<file path="src/hdl/crxfifo_pkg.sv">
// Shared types and constants for the console receive FIFO with break scan.
// No dependencies; every other file of the block imports this package.
package crxfifo_pkg;

  localparam int unsigned RingDepthDef = 1024;

  localparam int unsigned OpW      = 2;
  localparam int unsigned DataW    = 8;
  localparam int unsigned SrcSeenW = 2;

  localparam logic [OpW-1:0] OP_PUT   = 2'd0;
  localparam logic [OpW-1:0] OP_GET   = 2'd1;
  localparam logic [OpW-1:0] OP_BREAK = 2'd2;

  localparam logic [SrcSeenW-1:0] SRC_NONE = 2'd0;
  localparam logic [SrcSeenW-1:0] SRC_UART = 2'd1;
  localparam logic [SrcSeenW-1:0] SRC_USB  = 2'd2;

  localparam logic [DataW-1:0] BREAK_CHAR_RESET = 8'h03;

  // what a commit does to the ring state and the result word
  typedef enum logic [1:0] {
    RES_PLAIN,
    RES_PUT,
    RES_GET,
    RES_BREAK
  } res_kind_e;

  typedef struct packed {
    logic      latch;      // capture the accepted input word
    logic      rd_en;      // ring read, data registered
    logic      rd_cur;     // read address: 1 scan cursor, 0 read pointer
    logic      cur_load;   // cursor <= read pointer
    logic      cur_adv;    // cursor <= next(cursor)
    logic      commit_en;  // update state and load the output register
    res_kind_e kind;
  } ctrl_cmd_t;

  typedef struct packed {
    logic [OpW-1:0] op;
    logic           empty;     // read pointer == write pointer
    logic           scan_end;  // cursor == write pointer
    logic           match;     // registered ring data == break char
    logic           out_free;  // output register can take a word
  } dp_status_t;

endpackage

</file>
<file path="src/hdl/crxfifo_ctrl.sv">
// Sequencer of the console receive FIFO: dispatch, ring read, break scan.
// Depends on crxfifo_pkg; drives the command struct of crxfifo_dp.
module crxfifo_ctrl
  import crxfifo_pkg::*;
(
  input  logic       clk_i,
  input  logic       rst_ni,
  input  logic       in_valid_i,
  output logic       in_ready_o,
  input  dp_status_t sts_i,
  output ctrl_cmd_t  cmd_o
);

  typedef enum logic [2:0] {
    ST_IDLE,
    ST_EXEC,
    ST_GET_WAIT,
    ST_SCAN_CHK,
    ST_SCAN_CMP
  } state_e;

  state_e state_q, state_d;

  always_comb begin
    state_d    = state_q;
    cmd_o      = '0;
    cmd_o.kind = RES_PLAIN;
    in_ready_o = 1'b0;
    case (state_q)
      ST_IDLE: begin
        in_ready_o = 1'b1;
        if (in_valid_i) begin
          cmd_o.latch = 1'b1;
          state_d     = ST_EXEC;
        end
      end
      ST_EXEC: begin
        case (sts_i.op)
          OP_PUT: begin
            if (sts_i.out_free) begin
              cmd_o.commit_en = 1'b1;
              cmd_o.kind      = RES_PUT;
              state_d         = ST_IDLE;
            end
          end
          OP_GET: begin
            if (sts_i.empty) begin
              if (sts_i.out_free) begin
                cmd_o.commit_en = 1'b1;
                state_d         = ST_IDLE;
              end
            end else begin
              cmd_o.rd_en = 1'b1;
              state_d     = ST_GET_WAIT;
            end
          end
          OP_BREAK: begin
            cmd_o.cur_load = 1'b1;
            state_d        = ST_SCAN_CHK;
          end
          default: begin
            if (sts_i.out_free) begin
              cmd_o.commit_en = 1'b1;
              state_d         = ST_IDLE;
            end
          end
        endcase
      end
      ST_GET_WAIT: begin
        if (sts_i.out_free) begin
          cmd_o.commit_en = 1'b1;
          cmd_o.kind      = RES_GET;
          state_d         = ST_IDLE;
        end
      end
      ST_SCAN_CHK: begin
        if (sts_i.scan_end) begin
          if (sts_i.out_free) begin
            cmd_o.commit_en = 1'b1;
            state_d         = ST_IDLE;
          end
        end else begin
          cmd_o.rd_en  = 1'b1;
          cmd_o.rd_cur = 1'b1;
          state_d      = ST_SCAN_CMP;
        end
      end
      ST_SCAN_CMP: begin
        // on a hit, read data and cursor hold until the output frees up
        if (sts_i.match) begin
          if (sts_i.out_free) begin
            cmd_o.commit_en = 1'b1;
            cmd_o.kind      = RES_BREAK;
            state_d         = ST_IDLE;
          end
        end else begin
          cmd_o.cur_adv = 1'b1;
          state_d       = ST_SCAN_CHK;
        end
      end
      default: begin
        state_d = ST_IDLE;
      end
    endcase
  end

  always_ff @(posedge clk_i or negedge rst_ni) begin
    if (!rst_ni) begin
      state_q <= ST_IDLE;
    end else begin
      state_q <= state_d;
    end
  end

endmodule

</file>
<file path="config.mk">
export PLATFORM = sky130hd
export DESIGN_NAME = crxfifo_ctrl
export DESIGN_NICKNAME = d
export VERILOG_FILES = /design/src/hdl/crxfifo_pkg.sv /design/src/hdl/crxfifo_ctrl.sv
export SDC_FILE = /design/constraint.sdc
export NUM_CORES = 1
export LEC_CHECK = 0
export ABC_AREA = 0
export BUFFER_PORTS_ARGS = -buffer_cell sky130_fd_sc_hd__buf_2
export CAP_MARGIN = 40
export CELL_PAD_IN_SITES_DETAIL_PLACEMENT = 2
export CELL_PAD_IN_SITES_GLOBAL_PLACEMENT = 2
export CORE_MARGIN = 4
export CORE_UTILIZATION = 24
export CTS_BUF_LIST = sky130_fd_sc_hd__clkbuf_16
export DETAILED_ROUTE_END_ITERATION = 8
export PLACE_DENSITY = 0.72
export SKIP_LAST_GASP = 1
export SLEW_MARGIN = 20
export SYNTH_ARGS = -nofsm -noshare
export SYNTH_HDL_FRONTEND = slang
export SYNTH_SLANG_ARGS = --single-unit
</file>
<file path="constraint.sdc">
create_clock -name clk_i -period 1.8 [get_ports clk_i]
set_clock_uncertainty 0.05 [all_clocks]
set_input_delay 0.27 -clock clk_i [delete_from_list [all_inputs] [get_ports clk_i]]
set_output_delay 0.27 -clock clk_i [all_outputs]
set_load 0.01 [all_outputs]
</file>
==> results of run 1 <==
-- what timing repair did --
action,CTS,global route
resized for setup,2,6
hold buffers,1,0
buffers inserted,0,3
setup endpoints to repair,2,4
endpoints found under the hold margin,3,0
-- power groups by stage --
| stage | clock network [mW] | logic, mW | registers (mW) |
|---|---|---|---|
| finish | 0.347 | 0.402 | 0.130 |
| detailed placement | 0 | 0.311 | 0.131 |
| CTS | 0.346 | 0.322 | 0.139 |
| global route | 0.361 | 0.439 | 0.134 |
| global placement | 0 | 0.303 | 0.130 |
| floorplan | 0 | 0.271 | 0.0944 |
-- stage by stage --
stage | power [mW] | setup TNS [ns]
6_report | 0.880 | 0
5_1_grt | 0.935 | -0.0710
4_1_cts | 0.807 | 0
3_5_place_dp | 0.442 | -0.0186
3_3_place_gp | 0.432 | 0
2_1_floorplan | 0.366 | 0
-- worst min path at each step --
stage	start	end	slack (ns)	depth (start not counted)
6_report	rst_ni	state_q[2]$_DFFE_PN0P_	0.34	2
5_1_grt	rst_ni	state_q[0]$_DFFE_PN0P_	0.34	2
4_1_cts	rst_ni	state_q[1]$_DFFE_PN0P_	0.33	2
3_5_place_dp	rst_ni	state_q[1]$_DFFE_PN0P_	0.02	1
3_3_place_gp	rst_ni	state_q[1]$_DFFE_PN0P_	0.02	1
2_1_floorplan	rst_ni	state_q[0]$_DFFE_PN0P_	-0.08	0
-- cell usage in the layout, fill, tap and decap left out --
master / n
clkbuf_16: 3
dlygate4sd3_1: 1
ha_1: 3
nor2_1: 2
nor4b_2: 2
nand2b_1: 1
nand3_1: 1
a21boi_2: 1
a21oi_1: 3
nand2_1: 1
and2_1: 2
o21ai_0: 1
a311o_1: 1
nand3b_1: 1
nand2b_4: 1
buf_2: 17
a2bb2oi_1: 1
nor3b_1: 3
o31a_1: 1
nor3_2: 2
nor4_1: 2
inv_1: 6
buf_4: 9
o311a_1: 1
mux2_2: 1
a21o_1: 2
dfrtp_2: 3
nor2b_1: 2
nor3_1: 2
or4_1: 1
o22a_1: 1
-- cells in the mapped netlist --
cell / number
nor2b_1: 2
nor4b_2: 2
dfrtp_1: 3
nor2_1: 2
a21oi_1: 3
nand2b_2: 1
buf_2: 2
o21ai_0: 1
nor3b_1: 3
or4_1: 1
nor4_1: 2
nor3_1: 4
nand3_1: 1
a311o_1: 1
nand3b_1: 1
inv_1: 5
nand2_1: 1
ha_1: 3
mux2_2: 1
buf_6: 2
a2bb2oi_1: 1
a21o_1: 2
o31a_1: 1
nand2b_1: 1
o22a_1: 1
and2_1: 2
o311a_1: 1
a21boi_0: 1
-- per-layer routing --
layer	global-route usage, %	vias up
met3	2.11	0
met5	0	-
met4	5.53	0
met2	26.0	14
met1	16.3	253
li1	-	243
-- worst max-delay path, stage by stage (launching register included) --
cell     delay, ns
dfrtp_2       0.44
inv_1         0.09
mux2_2        0.33
nor3b_1       0.18
buf_2         0.16
-- kinds of logic after synthesis --
family | share of synthesized area (%)
AO/OA/AOI/OAI | 21.1
adder cells (fa/ha/maj) | 8.93
buffers and inverters | 12.2
flip-flops | 17.9
multiplexers | 2.68
AND/OR/NAND/NOR | 37.2
-- layout make-up --
cell class / instances / share of cell area, %
Clock buffer: 3 / 11.2
Tap cell: 16 / 2.98
Timing Repair Buffer: 27 / 24.2
Sequential cell: 3 / 11.7
Inverter: 5 / 2.79
Multi-Input combinational cell: 39 / 46.6
Clock inverter: 1 / 0.559
==> flow_metrics.tcl, run 1 <==
set metrics [dict create \
    final_area_um2 672 \
    dr.pass1.iters 2 \
    num_antenna_cells 0 \
    worstSetupPathType "reg -> out" \
    rrSetupSlack_ns 0.32 \
    dr_total_vias 510 \
    drt-initial-drc-count 2 \
    seq_power_share_pct 14.8 \
    fin_ws_ns 0.0574 \
    routed_wl_um 1750 \
    maxCapViolations 0 \
    initial_core_util_pct 26.7 \
    crit_path_max_fanout 5 \
    num_rows 14 \
    dr_wl_met3_um 65 \
    die_w_um 49.9 \
    fmax_mhz 574 \
    yosysTopAreaCell "dfrtp_1" \
    p_int_mw 0.572 \
    syn_inst 51 \
    final_hold_viol_count 0 \
    largest_register "state_q" \
    tritoncts "yes" \
    portBuffers 17 \
    m1WireLength_um 753 \
    place.gp.congestion 0.707 \
    cts_buffer_depth 2 \
    grt_pass1_wl_um 2730 \
    synthTopCellsByArea "dfrtp_1 (18%), ha_1 (8.9%), nor4b_2 (7.1%)" \
    hold_path_class "in -> async" \
    crit_arrival_ns 1.42 \
    seq_area_um2 78.8 \
    setup_viol 0 \
    highest_layer "met3" \
    htree_levels 1 \
    syn_to_final_growth_pct 59.8 \
    grt_pass1_vias 572 \
    routed-wl-met2_um 932 \
    critPathLaunch "state_q[1]$_DFFE_PN0P_" \
    drc_errors 0 \
    die_h_um 49.9 \
    fillers 187 \
    synth_top_area_share_pct 17.9 \
    yosys_warnings 0 \
    nets 91 \
    relSlewSlack_pct 72.3 \
    power_switching_mw 0.308 \
    place_area_um2 538 \
    p_leak_nw 0.340 \
    p_clk_share_pct 39.5 \
    r2r_cells 3 \
    regToRegStartpoint "state_q[1]$_DFFE_PN0P_" \
    critPathLaunchType "register" \
    clock_latency_ns 0.22 \
    vdd_drop_max_uv 822 \
    core_um2 1580 \
    drtAntennaViolNets 0 \
    slew_violations 0 \
    drive_gt1_share_pct 50.0 \
    ys_ff_latch 3 \
    path_clk_slew_ns 0.03 \
    die_area_um2 2490 \
    antenna_found_initial 0 \
    grt_max_degree 11 \
    hpwl_um 1150 \
    period_needed_ns 1.74 \
    crit_end "cmd_o[1]" \
    multi_input_area_um2 313 \
    cts_sinks 3 \
    required_ns 1.48 \
    yosysSeqAreaShare_pct 17.9 \
    fin_util_pct 42.6 \
    fin_cells 94 \
    endpoint_kind "primary output" \
    power_density_nw_per_um2 1310 \
    pin_count 18 \
    dp_cells 86 \
    regToRegEndpoint "state_q[0]$_DFFE_PN0P_" \
    post_drt_wl_per_cell_um 18.6 \
    post-place-ws_ns -0.0186 \
    swShare_pct 35.0 \
    rsz0062_at_grt "yes" \
    biggestRegsByFlops "state_q: 3 flops" \
    syn_nets 63 \
    cts_buffers 3 \
    hold_ws_ns 0.342 \
    routed_via_density 5.43 \
    overflow 0 \
    p_comb_share_pct 45.7 \
    fin_crit_sh_pct 96.8 \
    largest_reg_flops 3 \
    root_buffer "clkbuf_16" \
    worstMarginPinSlew_ns 0.411 \
    synth_cell_types 28 \
    synth.avg_cell_area_um2 8.24 \
    syn-cell-area_um2 420 \
    grt_usage_pct 14.2 \
    outcome "completed" \
]
Note: power is estimated with default switching activity, not from simulation.
==> run 2, diff against run 1 <==
--- a/config.mk
+++ b/config.mk
@@ -10,7 +10,7 @@
 export CAP_MARGIN = 40
 export CELL_PAD_IN_SITES_DETAIL_PLACEMENT = 2
 export CELL_PAD_IN_SITES_GLOBAL_PLACEMENT = 2
-export CORE_MARGIN = 4
+export CORE_MARGIN = 2
 export CORE_UTILIZATION = 24
 export CTS_BUF_LIST = sky130_fd_sc_hd__clkbuf_16
 export DETAILED_ROUTE_END_ITERATION = 8
==> flow_metrics.tcl, run 2 (synthesized netlist as in run 1, its figures left out) <==
set metrics [dict create \
    outcome "completed" \
    relSlewSlack_pct 81.5 \
    biggestRegsByFlops "state_q: 3 flops" \
    largest_register "state_q" \
    path_cells "buf_2 > inv_1 > ha_1 > a21boi_2 > nor3_1 > o31a_1 > buf_2" \
    required_ns 1.48 \
    grt_usage_pct 16.1 \
    fmax_mhz 572 \
    final_area_um2 644 \
    grt_pass1_vias 462 \
    hpwl_um 1080 \
    period_needed_ns 1.75 \
    endpoint_kind "primary output" \
    cts_sinks 3 \
    core_um2 1690 \
    overflow 0 \
    hold_path_class "in -> async" \
    clock_latency_ns 0.23 \
    crit_arrival_ns 1.43 \
    final_cell_mix "buf_2 (17), inv_1 (5), nor3_1 (4), buf_4 (4)" \
    seq_area_um2 77.6 \
    drtAntennaViolNets 0 \
    vdd_drop_max_uv 524 \
    fillers 206 \
    nets 87 \
    drc_errors 0 \
    initial_core_util_pct 24.9 \
    fin_crit_sh_pct 97.2 \
    crit_path_max_fanout 3 \
    slowest_stage "ha_1" \
    cpMostUsedCell "buf_2" \
    dr_total_vias 485 \
    critPathMaxStageDelay_ns 0.32 \
    path_clk_slew_ns 0.03 \
    tritoncts "yes" \
    place_area_um2 509 \
    routed_wl_um 1550 \
    syn_to_final_growth_pct 53.3 \
    dp_cells 83 \
    maxCapViolations 0 \
    setup_viol 0 \
    num_antenna_cells 0 \
    die_h_um 45.9 \
    portBuffers 17 \
    worstSetupPathType "in -> out" \
    p_leak_nw 0.323 \
    critPathLaunchType "input port" \
    htree_levels 1 \
    die_area_um2 2100 \
    root_buffer "clkbuf_16" \
    pin_count 18 \
    multi_input_area_um2 303 \
    final_hold_viol_count 0 \
    routed_via_density 5.33 \
    drt-initial-drc-count 4 \
    die_w_um 45.9 \
    crit_family "compound AO/OA/AOI/OAI gates" \
    num_rows 15 \
    largest_reg_flops 3 \
    layout_commonest_cell "buf_2" \
    fin_cells 91 \
    post_drt_wl_per_cell_um 17.0 \
    drive_gt1_share_pct 44.6 \
    grt_max_degree 13 \
    worstMarginPinSlew_ns 0.275 \
    antenna_found_initial 0 \
    power_density_nw_per_um2 1380 \
    cts_buffer_depth 2 \
    place.gp.congestion 0.726 \
    path_buf_inv 3 \
    grt_pass1_wl_um 2270 \
    total_power_mw 0.891 \
    slew_violations 0 \
    dr.pass1.iters 2 \
    cts_buffers 3 \
]
==> run 2: changes by cell type in the layout (fill, tap and decap cells not counted) <==
cell	previous run	this run
dfrtp_1	0	1
buf_4	9	4
inv_1	6	5
dfrtp_2	3	2
buf_12	0	1
nor3_2	2	0
nor3_1	2	4
inv_2	0	1
==> run 2: final cells by class <==
| type | count | area share, % |
|---|---|---|
| multi-input cells | 39 | 47.0 |
| clock buffers | 3 | 11.7 |
| flip-flops and latches | 3 | 12.0 |
| repair buffers | 23 | 22.5 |
| clock inverters | 1 | 0.583 |
| well taps | 17 | 3.30 |
| inverters | 5 | 2.91 |
==> run 2: routing by layer <==
| metal | up-vias | routed length, um | global-route usage (%) |
|---|---|---|---|
| met2 | 13 | 864 | 27.5 |
| met4 | 0 | 17 | 6.86 |
| met3 | 2 | 56 | 3.57 |
| met5 | - | 0 | 0 |
| li1 | 231 | - | - |
| met1 | 239 | 611 | 19.1 |
==> run 2: worst paths after layout <==
check	slack, ns	cells after the start	endpoint	from
max in group asynchronous	1.26	2	state_q[0]$_DFFE_PN0P_	rst_ni
min reg2reg	0.71	2	state_q[0]$_DFFE_PN0P_	state_q[2]$_DFFE_PN0P_
max	0.05	7	cmd_o[2]	sts_i[5]
min	0.32	2	state_q[1]$_DFFE_PN0P_	rst_ni
min in group clk_i	0.42	3	state_q[0]$_DFFE_PN0P_	in_valid_i
max reg2reg	0.33	3	state_q[0]$_DFFE_PN0P_	state_q[1]$_DFFE_PN0P_
==> run 2: power by group <==
part           internal (mW)  leakage (nW)  switching (mW)
logic                  0.210         0.244           0.208
registers             0.0882        0.0367          0.0291
clock network          0.287        0.0423          0.0679
==> run 2: worst register-to-register path: cells and delay by family, from the launching register on <==
family                 cells  cell delay, ns
buffers and inverters      1            0.19
and+or+nand+nor            1            0.55
AOI/OAI and AO/OA          1            0.16
DFF                        1            0.39
==> run 2: stage by stage <==
| step | utilization, % | setup slack [ns] | TNS [ns] | hold WS (ns) |
|---|---|---|---|---|
| after detailed placement | 30.1 | -0.0416 | -0.0416 | 0.0201 |
| after global placement | 30.1 | 0.0614 | 0 | 0.0153 |
| after CTS | 36.1 | 0.0492 | 0 | 0.322 |
| after floorplan | - | 0.272 | 0 | -0.0756 |
| final | 38.1 | 0.0508 | 0 | 0.316 |
| after global routing | 38.1 | -0.00377 | -0.00377 | 0.357 |
==> run 2: what timing repair did <==
item	CTS	global route
setup buffers	0	3
pin swaps	0	0
endpoints found under the setup margin	3	1
hold buffers	1	0
endpoints found under the hold margin	3	0
resized for setup	6	0
cloned	0	0
==> run 3, diff against run 2 <==
--- a/config.mk
+++ b/config.mk
@@ -6,6 +6,7 @@
 export NUM_CORES = 1
 export LEC_CHECK = 0
 export ABC_AREA = 0
+export ABC_CLOCK_PERIOD_IN_PS = 1800
 export BUFFER_PORTS_ARGS = -buffer_cell sky130_fd_sc_hd__buf_2
 export CAP_MARGIN = 40
 export CELL_PAD_IN_SITES_DETAIL_PLACEMENT = 2
@@ -14,7 +15,7 @@
 export CORE_UTILIZATION = 24
 export CTS_BUF_LIST = sky130_fd_sc_hd__clkbuf_16
 export DETAILED_ROUTE_END_ITERATION = 8
-export PLACE_DENSITY = 0.72
+export PLACE_DENSITY = 0.7
 export SKIP_LAST_GASP = 1
 export SLEW_MARGIN = 20
 export SYNTH_ARGS = -nofsm -noshare
==> flow_metrics.tcl, run 3 (synthesized netlist as in run 1, its figures left out) <==
set metrics [dict create \
    outcome "completed" \
    num_antenna_cells 0 \
    worstSetupPathType "reg -> out" \
    routed_via_density 5.29 \
    grt_pass1_wl_um 2180 \
    tns_ns 0 \
    htree_levels 1 \
    biggestRegsByFlops "state_q: 3 flops" \
    total_power_mw 0.792 \
    final_cell_mix "buf_2 (17), inv_1 (5), nor3_1 (4), buf_4 (4)" \
    slowest_stage "dfrtp_1" \
    root_buffer "clkbuf_16" \
    cts_buffers 3 \
    pin_count 18 \
    path_cells "inv_2 > mux2_2 > nor3b_1 > buf_2" \
    power_switching_mw 0.272 \
    drt-initial-drc-count 10 \
    hold_ws_ns 0.319 \
    seq_power_share_pct 16.6 \
    required_ns 1.48 \
    cts_sinks 3 \
    nets 86 \
    cts_buffer_depth 2 \
    highest_layer "met4" \
    num_rows 15 \
    period_needed_ns 1.72 \
    place_area_um2 524 \
    core_um2 1690 \
    crit_arrival_ns 1.40 \
    endpoint_kind "primary output" \
    swShare_pct 34.3 \
    p_int_mw 0.521 \
    largest_register "state_q" \
    power_density_nw_per_um2 1270 \
    vdd_drop_max_uv 467 \
    crit_path_max_fanout 6 \
    hold_path_class "in -> async" \
    dr_total_vias 476 \
    drive_gt1_share_pct 43.8 \
    p_leak_nw 0.315 \
    dp_cells 85 \
    grt_max_degree 13 \
    antenna_found_initial 0 \
    drc_errors 0 \
    largest_reg_flops 3 \
    portBuffers 17 \
    overflow 0 \
    grt_pass1_vias 475 \
    post_drt_wl_per_cell_um 14.6 \
    worstMarginPinSlew_ns 0.296 \
    hpwl_um 985 \
    final_area_um2 623 \
    layout_commonest_cell "buf_2" \
    slew_violations 0 \
    drtAntennaViolNets 0 \
    dr_wl_met3_um 67 \
    fin_crit_sh_pct 95.6 \
    critPathLaunchType "register" \
    place.gp.congestion 0.663 \
    path_clk_slew_ns 0.03 \
    setup_viol 0 \
    p_clk_share_pct 44.4 \
    die_area_um2 2100 \
    routed-wl-met2_um 665 \
    critPathMaxStageDelay_ns 0.37 \
    grt_usage_pct 15.2 \
    rsz0062_at_grt "yes" \
    fmax_mhz 581 \
    m1WireLength_um 554 \
    maxCapViolations 0 \
    fin_cells 90 \
    final_hold_viol_count 0 \
    dr.pass1.iters 4 \
    routed_wl_um 1320 \
    syn_to_final_growth_pct 48.2 \
    initial_core_util_pct 24.9 \
    seq_area_um2 77.6 \
    clock_latency_ns 0.23 \
    p_comb_share_pct 39.0 \
    tritoncts "yes" \
    relSlewSlack_pct 80.1 \
    multi_input_area_um2 302 \
    fillers 203 \
    die_w_um 45.9 \
    die_h_um 45.9 \
]
==> run 3: area by class of cell <==
cell class | count | area share (%)
Clock buffer | 3 | 12.0
Clock inverter | 1 | 0.602
Inverter | 5 | 3.01
Timing Repair Buffer | 22 | 20.1
Sequential cell | 3 | 12.4
Multi-Input combinational cell | 39 | 48.4
Tap cell | 17 | 3.41
==> run 3: layer usage <==
metal | track usage (%) | up-vias
met3 | 2.38 | 3
met2 | 23.9 | 16
met1 | 18.1 | 228
met5 | 0 | -
met4 | 12.0 | 0
li1 | - | 229
==> run 3: repair_timing <==
action,CTS,global route
resized for setup,2,4
cloned,0,0
hold endpoints to repair,3,0
endpoints found under the setup margin,3,3
setup buffers,0,0
hold buffers,1,0
==> run 3: power groups by stage <==
stage | Sequential [mW] | Combinational, mW | Clock, mW
after CTS | 0.131 | 0.310 | 0.356
after global routing | 0.136 | 0.344 | 0.363
after floorplan | 0.0944 | 0.271 | 0
final | 0.131 | 0.309 | 0.352
after global placement | 0.124 | 0.294 | 0
after detailed placement | 0.125 | 0.301 | 0
==> run 3: through the flow <==
step,util [%],worst slack (ns)
floorplan,-,0.272
global placement,31.0,0.0246
finish,36.9,0.0788
detailed placement,31.0,-0.000776
CTS,36.7,-0.00269
global route,36.9,-0.00751
==> run 3: worst max-delay path, delay by kind of cell, from the launching register on <==
kind	cells	cell delay (ns)
DFF	1	0.37
buffers and inverters	2	0.29
muxes	1	0.34
and+or+nand+nor	1	0.17
==> run 3: path summary, 6_finish.rpt <==
kind / from / end / slack [ns] / cells after the start
max: state_q[1]$_DFFE_PN0P_ / cmd_o[1] / 0.08 / 4
min: rst_ni / state_q[2]$_DFFE_PN0P_ / 0.32 / 2
max reg2reg: state_q[1]$_DFFE_PN0P_ / state_q[0]$_DFFE_PN0P_ / 0.39 / 3
min reg2reg: state_q[2]$_DFFE_PN0P_ / state_q[0]$_DFFE_PN0P_ / 0.63 / 2
max in group asynchronous: rst_ni / state_q[0]$_DFFE_PN0P_ / 1.26 / 2
min in group clk_i: in_valid_i / state_q[0]$_DFFE_PN0P_ / 0.38 / 3
